==> src/amm_pkg.sv <==
// ----------------------------------------------------------------------------
// amm_pkg: shared types and constants of the audio matrix mixer
// Field widths, request and result codes, and the command and status bundles
// that pass between the controller and the datapath.
// ----------------------------------------------------------------------------
package amm_pkg;

  localparam int NUM_IN_DEF     = 8;
  localparam int NUM_OUT_DEF    = 8;
  localparam int SAMPLE_BITS    = 24;
  localparam int GAIN_BITS      = 24;
  localparam int GAIN_FRAC_BITS = 20;
  localparam int CH_BITS        = 6;
  localparam int REQ_BITS       = 2;
  localparam int CFG_W          = 4;
  localparam int CFG_ADDR_W     = 1;
  localparam int S_TDATA_W      = 64;
  localparam int M_TDATA_W      = 56;

  localparam logic signed [GAIN_BITS-1:0] GAIN_ONE = GAIN_BITS'(1) << GAIN_FRAC_BITS;

  localparam logic [CFG_ADDR_W-1:0] CFG_ACTIVE_IN  = 1'b0;
  localparam logic [CFG_ADDR_W-1:0] CFG_ACTIVE_OUT = 1'b1;

  typedef enum logic [REQ_BITS-1:0] {
    REQ_WRITE  = 2'd0,
    REQ_READ   = 2'd1,
    REQ_SAMPLE = 2'd2
  } req_t;

  typedef enum logic {
    KIND_GAIN = 1'b0,
    KIND_MIX  = 1'b1
  } kind_t;

  typedef struct packed {
    logic               clr;
    logic               wr_gain;
    logic               wr_smp;
    logic               rd_gain;
    logic               mac_rd;
    logic               mac_first;
    logic               ld_gain;
    logic               ld_mix;
    logic               mix_last;
    logic [CH_BITS-1:0] o;
    logic [CH_BITS-1:0] i;
  } cmd_t;

  typedef struct packed {
    logic in_rng;
    logic smp_rng;
    logic smp_end;
    logic busy;
    logic out_free;
  } sts_t;

endpackage

==> src/audio_matrix_mixer_core.sv <==
// ----------------------------------------------------------------------------
// audio_matrix_mixer_core: multichannel audio gain matrix
// Keeps an output-by-input table of Q4.20 gains and mixes each frame of
// input samples into rounded, saturated output samples.
// ----------------------------------------------------------------------------
// After reset the block clears the gain table to identity and the frame store
// to zero, one table entry per cycle, and takes no beat until the whole table
// is cleared. A readback reads the gain memory and then waits until the
// result register is free. The sample for the last active input closes the
// frame and starts a single multiply-accumulate unit that reads one gain and
// one stored sample per cycle while it steps over the inputs of an output,
// and waits after each output until the pipeline drains and the result
// register is free. The pace is set by the one read port of the gain memory
// and the three-stage read, multiply and accumulate pipeline. Each result
// waits in an output register until taken.
module audio_matrix_mixer_core #(
  parameter int NUM_IN  = amm_pkg::NUM_IN_DEF,
  parameter int NUM_OUT = amm_pkg::NUM_OUT_DEF
) (
  input  logic                            clk,
  input  logic                            rst,
  input  logic                            s_tvalid,
  output logic                            s_tready,
  // out_channel, in_channel, gain, sample, zero pad
  input  logic [amm_pkg::S_TDATA_W-1:0]   s_tdata,
  // req_type
  input  logic [amm_pkg::REQ_BITS-1:0]    s_tuser,
  output logic                            m_tvalid,
  input  logic                            m_tready,
  // out_index, gain_value, mixed_sample, zero pad
  output logic [amm_pkg::M_TDATA_W-1:0]   m_tdata,
  // result_kind
  output logic                            m_tuser,
  output logic                            m_tlast,
  input  logic                            cfg_we,
  input  logic [amm_pkg::CFG_ADDR_W-1:0]  cfg_addr,
  input  logic [amm_pkg::CFG_W-1:0]       cfg_wdata
);
  import amm_pkg::*;

  localparam int I_W = (NUM_IN > 1) ? $clog2(NUM_IN) : 1;
  localparam int O_W = (NUM_OUT > 1) ? $clog2(NUM_OUT) : 1;

  logic [CFG_W-1:0] active_inputs;
  logic [CFG_W-1:0] active_outputs;
  logic [I_W-1:0]   ni_last;
  logic [O_W-1:0]   no_last;
  cmd_t             cmd;
  sts_t             sts;

  always_ff @(posedge clk) begin
    if (rst) begin
      active_inputs  <= CFG_W'(8);
      active_outputs <= CFG_W'(8);
    end else if (cfg_we) begin
      case (cfg_addr)
        CFG_ACTIVE_IN:  active_inputs  <= cfg_wdata;
        CFG_ACTIVE_OUT: active_outputs <= cfg_wdata;
        default:        active_inputs  <= active_inputs;
      endcase
    end
  end

  always_comb begin
    if (active_inputs == '0) begin
      ni_last = '0;
    end else if (32'(active_inputs) > 32'(NUM_IN)) begin
      ni_last = I_W'(NUM_IN - 1);
    end else begin
      ni_last = I_W'(active_inputs - 1'b1);
    end
    if (active_outputs == '0) begin
      no_last = '0;
    end else if (32'(active_outputs) > 32'(NUM_OUT)) begin
      no_last = O_W'(NUM_OUT - 1);
    end else begin
      no_last = O_W'(active_outputs - 1'b1);
    end
  end

  amm_ctrl #(
    .NUM_IN  (NUM_IN),
    .NUM_OUT (NUM_OUT),
    .I_W     (I_W),
    .O_W     (O_W)
  ) u_ctrl (
    .clk      (clk),
    .rst      (rst),
    .s_tvalid (s_tvalid),
    .s_tready (s_tready),
    .s_tuser  (s_tuser),
    .ni_last  (ni_last),
    .no_last  (no_last),
    .sts      (sts),
    .cmd      (cmd)
  );

  amm_datapath #(
    .NUM_IN  (NUM_IN),
    .NUM_OUT (NUM_OUT),
    .I_W     (I_W),
    .O_W     (O_W)
  ) u_dp (
    .clk      (clk),
    .rst      (rst),
    .s_tdata  (s_tdata),
    .ni_last  (ni_last),
    .no_last  (no_last),
    .cmd      (cmd),
    .sts      (sts),
    .m_tvalid (m_tvalid),
    .m_tready (m_tready),
    .m_tdata  (m_tdata),
    .m_tuser  (m_tuser),
    .m_tlast  (m_tlast)
  );

endmodule

==> src/amm_ctrl.sv <==
// ----------------------------------------------------------------------------
// amm_ctrl: sequencer of the audio matrix mixer
// Runs the gain table clearing pass, decodes requests, and steps the
// multiply-accumulate unit over outputs and inputs of a frame.
// ----------------------------------------------------------------------------
module amm_ctrl #(
  parameter int NUM_IN  = amm_pkg::NUM_IN_DEF,
  parameter int NUM_OUT = amm_pkg::NUM_OUT_DEF,
  parameter int I_W     = (NUM_IN > 1) ? $clog2(NUM_IN) : 1,
  parameter int O_W     = (NUM_OUT > 1) ? $clog2(NUM_OUT) : 1
) (
  input  logic                          clk,
  input  logic                          rst,
  input  logic                          s_tvalid,
  output logic                          s_tready,
  input  logic [amm_pkg::REQ_BITS-1:0]  s_tuser,
  input  logic [I_W-1:0]                ni_last,
  input  logic [O_W-1:0]                no_last,
  input  amm_pkg::sts_t                 sts,
  output amm_pkg::cmd_t                 cmd
);
  import amm_pkg::*;

  typedef enum logic [2:0] {
    S_CLEAR,
    S_IDLE,
    S_RDGAIN,
    S_MAC,
    S_EMIT
  } state_t;

  localparam logic [I_W-1:0] I_LAST = I_W'(NUM_IN - 1);
  localparam logic [O_W-1:0] O_LAST = O_W'(NUM_OUT - 1);

  state_t         state;
  logic [I_W-1:0] i_cnt;
  logic [O_W-1:0] o_cnt;
  logic           accept;

  assign s_tready = (state == S_IDLE);
  assign accept   = s_tvalid && s_tready;

  always_comb begin
    cmd           = '0;
    cmd.o         = CH_BITS'(o_cnt);
    cmd.i         = CH_BITS'(i_cnt);
    cmd.mac_first = (i_cnt == '0);
    cmd.mix_last  = (o_cnt == no_last);
    case (state)
      S_CLEAR: begin
        cmd.clr = 1'b1;
      end
      S_IDLE: begin
        if (accept) begin
          case (req_t'(s_tuser))
            REQ_WRITE:  cmd.wr_gain = sts.in_rng;
            REQ_READ:   cmd.rd_gain = 1'b1;
            REQ_SAMPLE: cmd.wr_smp  = sts.smp_rng;
            default:    cmd.wr_smp  = 1'b0;
          endcase
        end
      end
      S_RDGAIN: begin
        cmd.ld_gain = sts.out_free;
      end
      S_MAC: begin
        cmd.mac_rd = 1'b1;
      end
      S_EMIT: begin
        cmd.ld_mix = !sts.busy && sts.out_free;
      end
      default: begin
        cmd.clr = 1'b0;
      end
    endcase
  end

  always_ff @(posedge clk) begin
    if (rst) begin
      state <= S_CLEAR;
      i_cnt <= '0;
      o_cnt <= '0;
    end else begin
      case (state)
        S_CLEAR: begin
          if (i_cnt == I_LAST) begin
            i_cnt <= '0;
            if (o_cnt == O_LAST) begin
              o_cnt <= '0;
              state <= S_IDLE;
            end else begin
              o_cnt <= o_cnt + 1'b1;
            end
          end else begin
            i_cnt <= i_cnt + 1'b1;
          end
        end
        S_IDLE: begin
          if (accept) begin
            case (req_t'(s_tuser))
              REQ_READ: state <= S_RDGAIN;
              REQ_SAMPLE: begin
                if (sts.smp_rng && sts.smp_end) begin
                  i_cnt <= '0;
                  o_cnt <= '0;
                  state <= S_MAC;
                end
              end
              default: state <= S_IDLE;
            endcase
          end
        end
        S_RDGAIN: begin
          if (sts.out_free) begin
            state <= S_IDLE;
          end
        end
        S_MAC: begin
          if (i_cnt == ni_last) begin
            i_cnt <= '0;
            state <= S_EMIT;
          end else begin
            i_cnt <= i_cnt + 1'b1;
          end
        end
        S_EMIT: begin
          if (!sts.busy && sts.out_free) begin
            if (o_cnt == no_last) begin
              o_cnt <= '0;
              state <= S_IDLE;
            end else begin
              o_cnt <= o_cnt + 1'b1;
              state <= S_MAC;
            end
          end
        end
        default: state <= S_CLEAR;
      endcase
    end
  end

endmodule

==> src/amm_datapath.sv <==
// ----------------------------------------------------------------------------
// amm_datapath: storage and arithmetic of the audio matrix mixer
// Holds the gain table and frame store memories, the pipelined
// multiply-accumulate unit, rounding and saturation, and the result register.
// ----------------------------------------------------------------------------
module amm_datapath #(
  parameter int NUM_IN  = amm_pkg::NUM_IN_DEF,
  parameter int NUM_OUT = amm_pkg::NUM_OUT_DEF,
  parameter int I_W     = (NUM_IN > 1) ? $clog2(NUM_IN) : 1,
  parameter int O_W     = (NUM_OUT > 1) ? $clog2(NUM_OUT) : 1
) (
  input  logic                           clk,
  input  logic                           rst,
  input  logic [amm_pkg::S_TDATA_W-1:0]  s_tdata,
  input  logic [I_W-1:0]                 ni_last,
  input  logic [O_W-1:0]                 no_last,
  input  amm_pkg::cmd_t                  cmd,
  output amm_pkg::sts_t                  sts,
  output logic                           m_tvalid,
  input  logic                           m_tready,
  output logic [amm_pkg::M_TDATA_W-1:0]  m_tdata,
  output logic                           m_tuser,
  output logic                           m_tlast
);
  import amm_pkg::*;

  localparam int DEPTH = NUM_OUT * NUM_IN;
  localparam int GA_W  = (DEPTH > 1) ? $clog2(DEPTH) : 1;
  localparam int PROD_W = GAIN_BITS + SAMPLE_BITS;
  localparam int ACC_W  = PROD_W + I_W + 1;
  localparam logic signed [ACC_W-1:0] RND_HALF = ACC_W'(1) << (GAIN_FRAC_BITS - 1);
  localparam logic signed [ACC_W-1:0] SMAX =
    {{(ACC_W-SAMPLE_BITS+1){1'b0}}, {(SAMPLE_BITS-1){1'b1}}};
  localparam logic signed [ACC_W-1:0] SMIN = ~SMAX;
  localparam int PAD_W = M_TDATA_W - CH_BITS - GAIN_BITS - SAMPLE_BITS;

  logic signed [GAIN_BITS-1:0]   gmem [DEPTH];
  logic signed [SAMPLE_BITS-1:0] fmem [NUM_IN];

  logic [CH_BITS-1:0]            oc;
  logic [CH_BITS-1:0]            ic;
  logic signed [GAIN_BITS-1:0]   gain_in;
  logic signed [SAMPLE_BITS-1:0] smp_in;
  logic [GA_W-1:0]               in_addr;
  logic [GA_W-1:0]               mac_addr;
  logic [GA_W-1:0]               rd_addr;
  logic [GA_W-1:0]               wr_addr;
  logic signed [GAIN_BITS-1:0]   wr_data;
  logic                          wr_en;
  logic                          rd_en;

  logic signed [GAIN_BITS-1:0]   gain_q;
  logic signed [SAMPLE_BITS-1:0] frame_q;
  logic                          rng_q;
  logic                          rd_vld;
  logic                          rd_first;
  logic signed [PROD_W-1:0]      prod;
  logic                          p_vld;
  logic                          p_first;
  logic signed [ACC_W-1:0]       acc;
  logic signed [ACC_W-1:0]       rnd;
  logic signed [ACC_W-1:0]       shf;
  logic signed [SAMPLE_BITS-1:0] sat;

  logic                          r_kind;
  logic [CH_BITS-1:0]            r_idx;
  logic signed [GAIN_BITS-1:0]   r_gain;
  logic signed [SAMPLE_BITS-1:0] r_mix;
  logic                          r_last;

  assign oc      = s_tdata[CH_BITS-1:0];
  assign ic      = s_tdata[2*CH_BITS-1:CH_BITS];
  assign gain_in = s_tdata[2*CH_BITS+GAIN_BITS-1:2*CH_BITS];
  assign smp_in  = s_tdata[2*CH_BITS+GAIN_BITS+SAMPLE_BITS-1:2*CH_BITS+GAIN_BITS];

  assign in_addr  = GA_W'(oc[O_W-1:0]) * GA_W'(NUM_IN) + GA_W'(ic[I_W-1:0]);
  assign mac_addr = GA_W'(cmd.o[O_W-1:0]) * GA_W'(NUM_IN) + GA_W'(cmd.i[I_W-1:0]);

  assign sts.in_rng   = ({1'b0, oc} <= (CH_BITS+1)'(no_last)) &&
                        ({1'b0, ic} <= (CH_BITS+1)'(ni_last));
  assign sts.smp_rng  = ({1'b0, ic} <= (CH_BITS+1)'(ni_last));
  assign sts.smp_end  = ({1'b0, ic} == (CH_BITS+1)'(ni_last));
  assign sts.busy     = rd_vld || p_vld;
  assign sts.out_free = !m_tvalid || m_tready;

  assign wr_en   = cmd.clr || cmd.wr_gain;
  assign wr_addr = cmd.clr ? mac_addr : in_addr;
  assign wr_data = cmd.clr ? ((cmd.o == cmd.i) ? GAIN_ONE : '0) : gain_in;
  assign rd_en   = cmd.rd_gain || cmd.mac_rd;
  assign rd_addr = cmd.rd_gain ? in_addr : mac_addr;

  always_ff @(posedge clk) begin
    if (wr_en) begin
      gmem[wr_addr] <= wr_data;
    end
    if (rd_en) begin
      gain_q <= gmem[rd_addr];
    end
    if (cmd.rd_gain) begin
      rng_q <= sts.in_rng;
    end
  end

  always_ff @(posedge clk) begin
    if (cmd.clr && (cmd.o == '0)) begin
      fmem[cmd.i[I_W-1:0]] <= '0;
    end else if (cmd.wr_smp) begin
      fmem[ic[I_W-1:0]] <= smp_in;
    end
    if (cmd.mac_rd) begin
      frame_q <= fmem[cmd.i[I_W-1:0]];
    end
  end

  always_ff @(posedge clk) begin
    if (rst) begin
      rd_vld <= 1'b0;
      p_vld  <= 1'b0;
    end else begin
      rd_vld <= cmd.mac_rd;
      p_vld  <= rd_vld;
    end
    rd_first <= cmd.mac_first;
    p_first  <= rd_first;
    prod     <= gain_q * frame_q;
    if (p_vld) begin
      acc <= p_first ? ACC_W'(prod) : acc + ACC_W'(prod);
    end
  end

  assign rnd = acc + RND_HALF;
  assign shf = rnd >>> GAIN_FRAC_BITS;

  always_comb begin
    if (shf > SMAX) begin
      sat = SMAX[SAMPLE_BITS-1:0];
    end else if (shf < SMIN) begin
      sat = SMIN[SAMPLE_BITS-1:0];
    end else begin
      sat = shf[SAMPLE_BITS-1:0];
    end
  end

  always_ff @(posedge clk) begin
    if (rst) begin
      m_tvalid <= 1'b0;
    end else if (cmd.ld_gain || cmd.ld_mix) begin
      m_tvalid <= 1'b1;
    end else if (m_tready) begin
      m_tvalid <= 1'b0;
    end
    if (cmd.ld_gain) begin
      r_kind <= KIND_GAIN;
      r_idx  <= '0;
      r_gain <= rng_q ? gain_q : '0;
      r_mix  <= '0;
      r_last <= 1'b1;
    end else if (cmd.ld_mix) begin
      r_kind <= KIND_MIX;
      r_idx  <= cmd.o;
      r_gain <= '0;
      r_mix  <= sat;
      r_last <= cmd.mix_last;
    end
  end

  assign m_tdata = {{PAD_W{1'b0}}, r_mix, r_gain, r_idx};
  assign m_tuser = r_kind;
  assign m_tlast = r_last;

endmodule

==> config.mk <==
export PLATFORM = sky130hd
export DESIGN_NAME = audio_matrix_mixer_core
export DESIGN_NICKNAME = d
export VERILOG_FILES = /design/src/amm_pkg.sv /design/src/audio_matrix_mixer_core.sv /design/src/amm_ctrl.sv /design/src/amm_datapath.sv
export SDC_FILE = /design/constraint.sdc
export NUM_CORES = 2
export LEC_CHECK = 0
export ABC_CLOCK_PERIOD_IN_PS = 9500
export BUFFER_PORTS_ARGS = -buffer_cell sky130_fd_sc_hd__buf_2
export CORE_AREA = 2 2 451 453
export DETAILED_ROUTE_END_ITERATION = 6
export DIE_AREA = 0 0 453 455
export PLACE_DENSITY_LB_ADDON = 0.25
export REMOVE_ABC_BUFFERS = 1
export SLEW_MARGIN = 25
export SYNTH_ARGS = -nofsm -noshare
export SYNTH_HDL_FRONTEND = slang
export SYNTH_SLANG_ARGS = --single-unit
==> constraint.sdc <==
create_clock -name clk -period 9.5 [get_ports clk]
set_clock_uncertainty 0.2 [all_clocks]
set_input_delay 0.95 -clock clk [delete_from_list [all_inputs] [get_ports clk]]
set_output_delay 0.95 -clock clk [all_outputs]
set_load 0.02 [all_outputs]
==> impl_results.md <==
- Synthesized area per cell: 15.8 sq um
- Share of flip-flops with an asynchronous set or reset after synthesis: 0%
- Clock tree root driver cell: clkbuf_16
- Count of buffers inserted at the top-level ports: 126
- Worst endpoint data arrival time: 8.82 ns
- Number of sinks handled by clock tree synthesis: 1,952
- Number of enable-type register cells in the synthesized netlist: 1,853
- Top achievable clock speed: 0.121 GHz
- Total of cells resized after clock tree synthesis: 0
- H-Tree Level Count: 4
- Slack of the worst reg-to-reg path: 1.25 ns
- Placer's final routability congestion estimate: 0.870
- Worst Hold Depth: 0
- Bufs and invs on worst path: 6
- Sequential area share after synthesis: 57.5%
- Yosys reg bits: 1,952
- Starting utilization of the core area: 49.8%
- Library cell contributing the largest single delay on the critical path: edfxtp_1
- 1st-pass router iterations: 5
- Nets: 7,436
- Type of element capturing the critical path: flop
- Share of final-layout standard cells stronger than drive strength 1: 17.7%
- Max Slew Vio Count: 0
- Startpoint kind of the worst setup timing path: flop
- Final Total Pwr: 20.0 mW
- Crit path top cell by count: fa_1
- Cell Pwr Density: 181 mW/mm^2
- Routed wire length: 234,000 microns
- Clock transition at the registers of the reported paths: 0.07 ns
- RSZ-0062 raised after global routing: no
- Final critical-path required period: 8.25 ns
- Number of warnings issued by yosys: 0
- Top post-synthesis cells by count: 1,853 x edfxtp_1, 684 x inv_1, 608 x fa_1, 432 x mux4_2, 417 x nand2_1
- Maximum Capacitance Violations: 0
- Synth area leaders: edfxtp_1 56%, fa_1 12%, mux4_2 9.7%, mux2i_1 3.7%, inv_1 2.6%
- Antenna-violating nets left: 0
- Largest buffer count on any clock path: 3
- Die X: 453 microns
- Run status: finished clean
- Tot GR Track Use: 23.1%
- Start point of the worst min-delay path: u_dp.rd_first
- Reg-to-reg critical path endpoint: u_dp.prod[46]
- Hold-fix buffers, CTS: 0
- Number of distinct library cells after synthesis: 81
- Synthesis-to-layout area growth: 10.7%
- Worst EP required: 10.07 ns
- Most instantiated library cell after synthesis: edfxtp_1
- TritonCTS clock tree: done
- Area inside the core boundary: 0.201 sq mm
- Largest fanout on the critical path: 24
- Top-level port count: 136
- Chip height: 455 microns
- Post-detailed-route wirelength per cell: 25.0 microns
- DRC: 0
- Top-area cell type share of the netlist area: 55.6%
- Reported leakage power: 43.4 nW
- Largest voltage drop on the vdd net: 0.195 mV
- Tightest slew margin relative to the limit: 26.8%
- Critical path class: reg2reg
- Endpoints failing setup: 0
- Least-Margin Pin Slew: 1.10 ns
- Delay-heaviest family, CP: adder cells
- Placed wire-length estimate: 148,000 microns
- Grt ovf: 0
- Period utilization: 86.8%
- Pin count of the biggest net entering global routing: 115
- Routed vias: 53,500
- Drt first-iter violations: 4,464
- Most common flop cell mapped by yosys: edfxtp_1
- Final-report hold violation count: 0
- Post-synthesis cell type with the largest combined area: edfxtp_1
- Cell area after synthesis: 0.100 sq mm
- Hold Path Sink: u_dp.p_first
- Fin util: 55.1%
- Via count normalized by instance count: 5.70
- FF-to-FF path depth: 25
- Gate count after technology mapping: 6,354
- Rows: 165
- CTS Buf Count: 194
- Worst reg2reg path startpoint: u_dp.frame_q[8]
- Clock insertion delay at the later pin of the skew report: 0.87 ns
- Hold Crit Class: reg2reg
- Wire length of the first global-routing pass: 353,000 microns
- Number of global-route vias before repair: 56,100
- CP peak stage delay: 0.93 ns
- Number of antenna violations at the first check in global routing: 8
- Area of the die: 0.206 sq mm
- Setup bufs post-CTS: 0
## worst max path at each step
| stage | startpoint | endpoint | slack [ns] | cells past startpoint |
|---|---|---|---|---|
| 2_1_floorplan | s_tuser[1] | u_dp.gain_q[0] | -14.83 | 9 |
| 3_5_place_dp | u_dp.frame_q[9] | u_dp.prod[46] | 1.35 | 24 |
| 6_report | u_dp.frame_q[8] | u_dp.prod[46] | 1.25 | 25 |
| 4_1_cts | u_dp.frame_q[8] | u_dp.prod[46] | 1.33 | 25 |
| 5_1_grt | u_dp.frame_q[9] | u_dp.prod[46] | 0.91 | 24 |
| 3_3_place_gp | u_dp.gain_q[20] | u_dp.prod[46] | 1.36 | 21 |
## power breakdown
| group | internal [mW] | switching [mW] |
|---|---|---|
| Combinational | 1.05 | 1.46 |
| Sequential | 9.62 | 0.0907 |
| Clock | 4.50 | 3.32 |
| Total | 15.2 | 4.88 |
## area by class of cell
class	count	area, sq um
fill	15800	90400
sequential	1952	57600
multi-input combinational	3413	38700
clock buffer	237	5130
tap	2672	3340
inverter	685	2570
timing repair buffer	302	2070
clock inverter	120	1420
antenna	4	10.0
## routing by layer
metal | up-vias | routed length, microns | track usage [%]
met3 | 351 | 13000 | 3.26
met1 | 28000 | 95200 | 30.4
li1 | 23400 | - | -
met4 | 4 | 6730 | 6.91
met5 | - | 27 | 0
met2 | 1702 | 119000 | 39.9
## kinds of logic (layout without fill, tap and decap cells)
group	Yosys count	after routing	share of synthesized area (%)
muxes	834	834	13.8
xor gates and xnor gates	127	127	1.11
buffers and inverters	993	1344	4.12
DFF	1952	1952	57.5
and+or+nand+nor	1169	1169	5.79
AOI/OAI and AO/OA	464	464	2.93
other	1	9	0.00374
adders and majority gates	814	814	14.7
## state kept, by name, indices dropped and copies added (netlist names), 3 cells and up
register / flops
active_inputs: 4
u_dp.r_idx: 3
u_dp.fmem: 192
u_dp.gmem: 1536
active_outputs: 4
u_dp.prod: 48
u_dp.frame_q: 24
u_dp.r_mix: 24
u_ctrl.o_cnt: 3
u_dp.r_gain: 24
u_dp.gain_q: 24
u_dp.acc: 52
u_ctrl.state: 3
u_ctrl.i_cnt: 3
## stage by stage
| step | worst slack [ns] | std cells | setup TNS, ns | hold WS, ns | instance area (sq um) |
|---|---|---|---|---|---|
| 2_1_floorplan | -14.83 | 6050 | -355.84 | 0.110 | 98600 |
| 3_3_place_gp | 1.36 | 9020 | 0 | 0.112 | 104000 |
| 3_5_place_dp | 1.35 | 9023 | 0 | 0.127 | 104000 |
| 4_1_cts | 1.33 | 9380 | 0 | 0.103 | 111000 |
| 5_1_grt | 0.908 | 9385 | 0 | 0.139 | 111000 |
| 6_report | 1.25 | 9385 | 0 | 0.132 | 111000 |
## layout by cell type (no fill, tap or decap), drive strengths merged, types with 11 or more instances in the layout
cell type / Yosys / layout
o211ai: 11 / 11
o21ai: 128 / 128
nor2b: 33 / 33
nand2: 418 / 418
and3: 38 / 38
clkinv: 0 / 78
edfxtp: 1853 / 1853
nor2: 170 / 170
nand4: 22 / 22
o22ai: 28 / 28
ha: 204 / 204
buf: 135 / 302
mux2: 30 / 30
xor2: 53 / 53
a21o: 57 / 57
a31oi: 18 / 18
nand2b: 25 / 25
and2: 335 / 335
fa: 608 / 608
nor3: 35 / 35
o21a: 18 / 18
xnor2: 74 / 74
bufinv: 0 / 23
nand3: 54 / 54
a21oi: 112 / 112
a211oi: 16 / 16
o21bai: 13 / 13
dfxtp: 99 / 99
o31ai: 12 / 12
mux2i: 372 / 372
inv: 685 / 695
mux4: 432 / 432
clkbuf: 173 / 237
(Power assumes the default switching activity.)
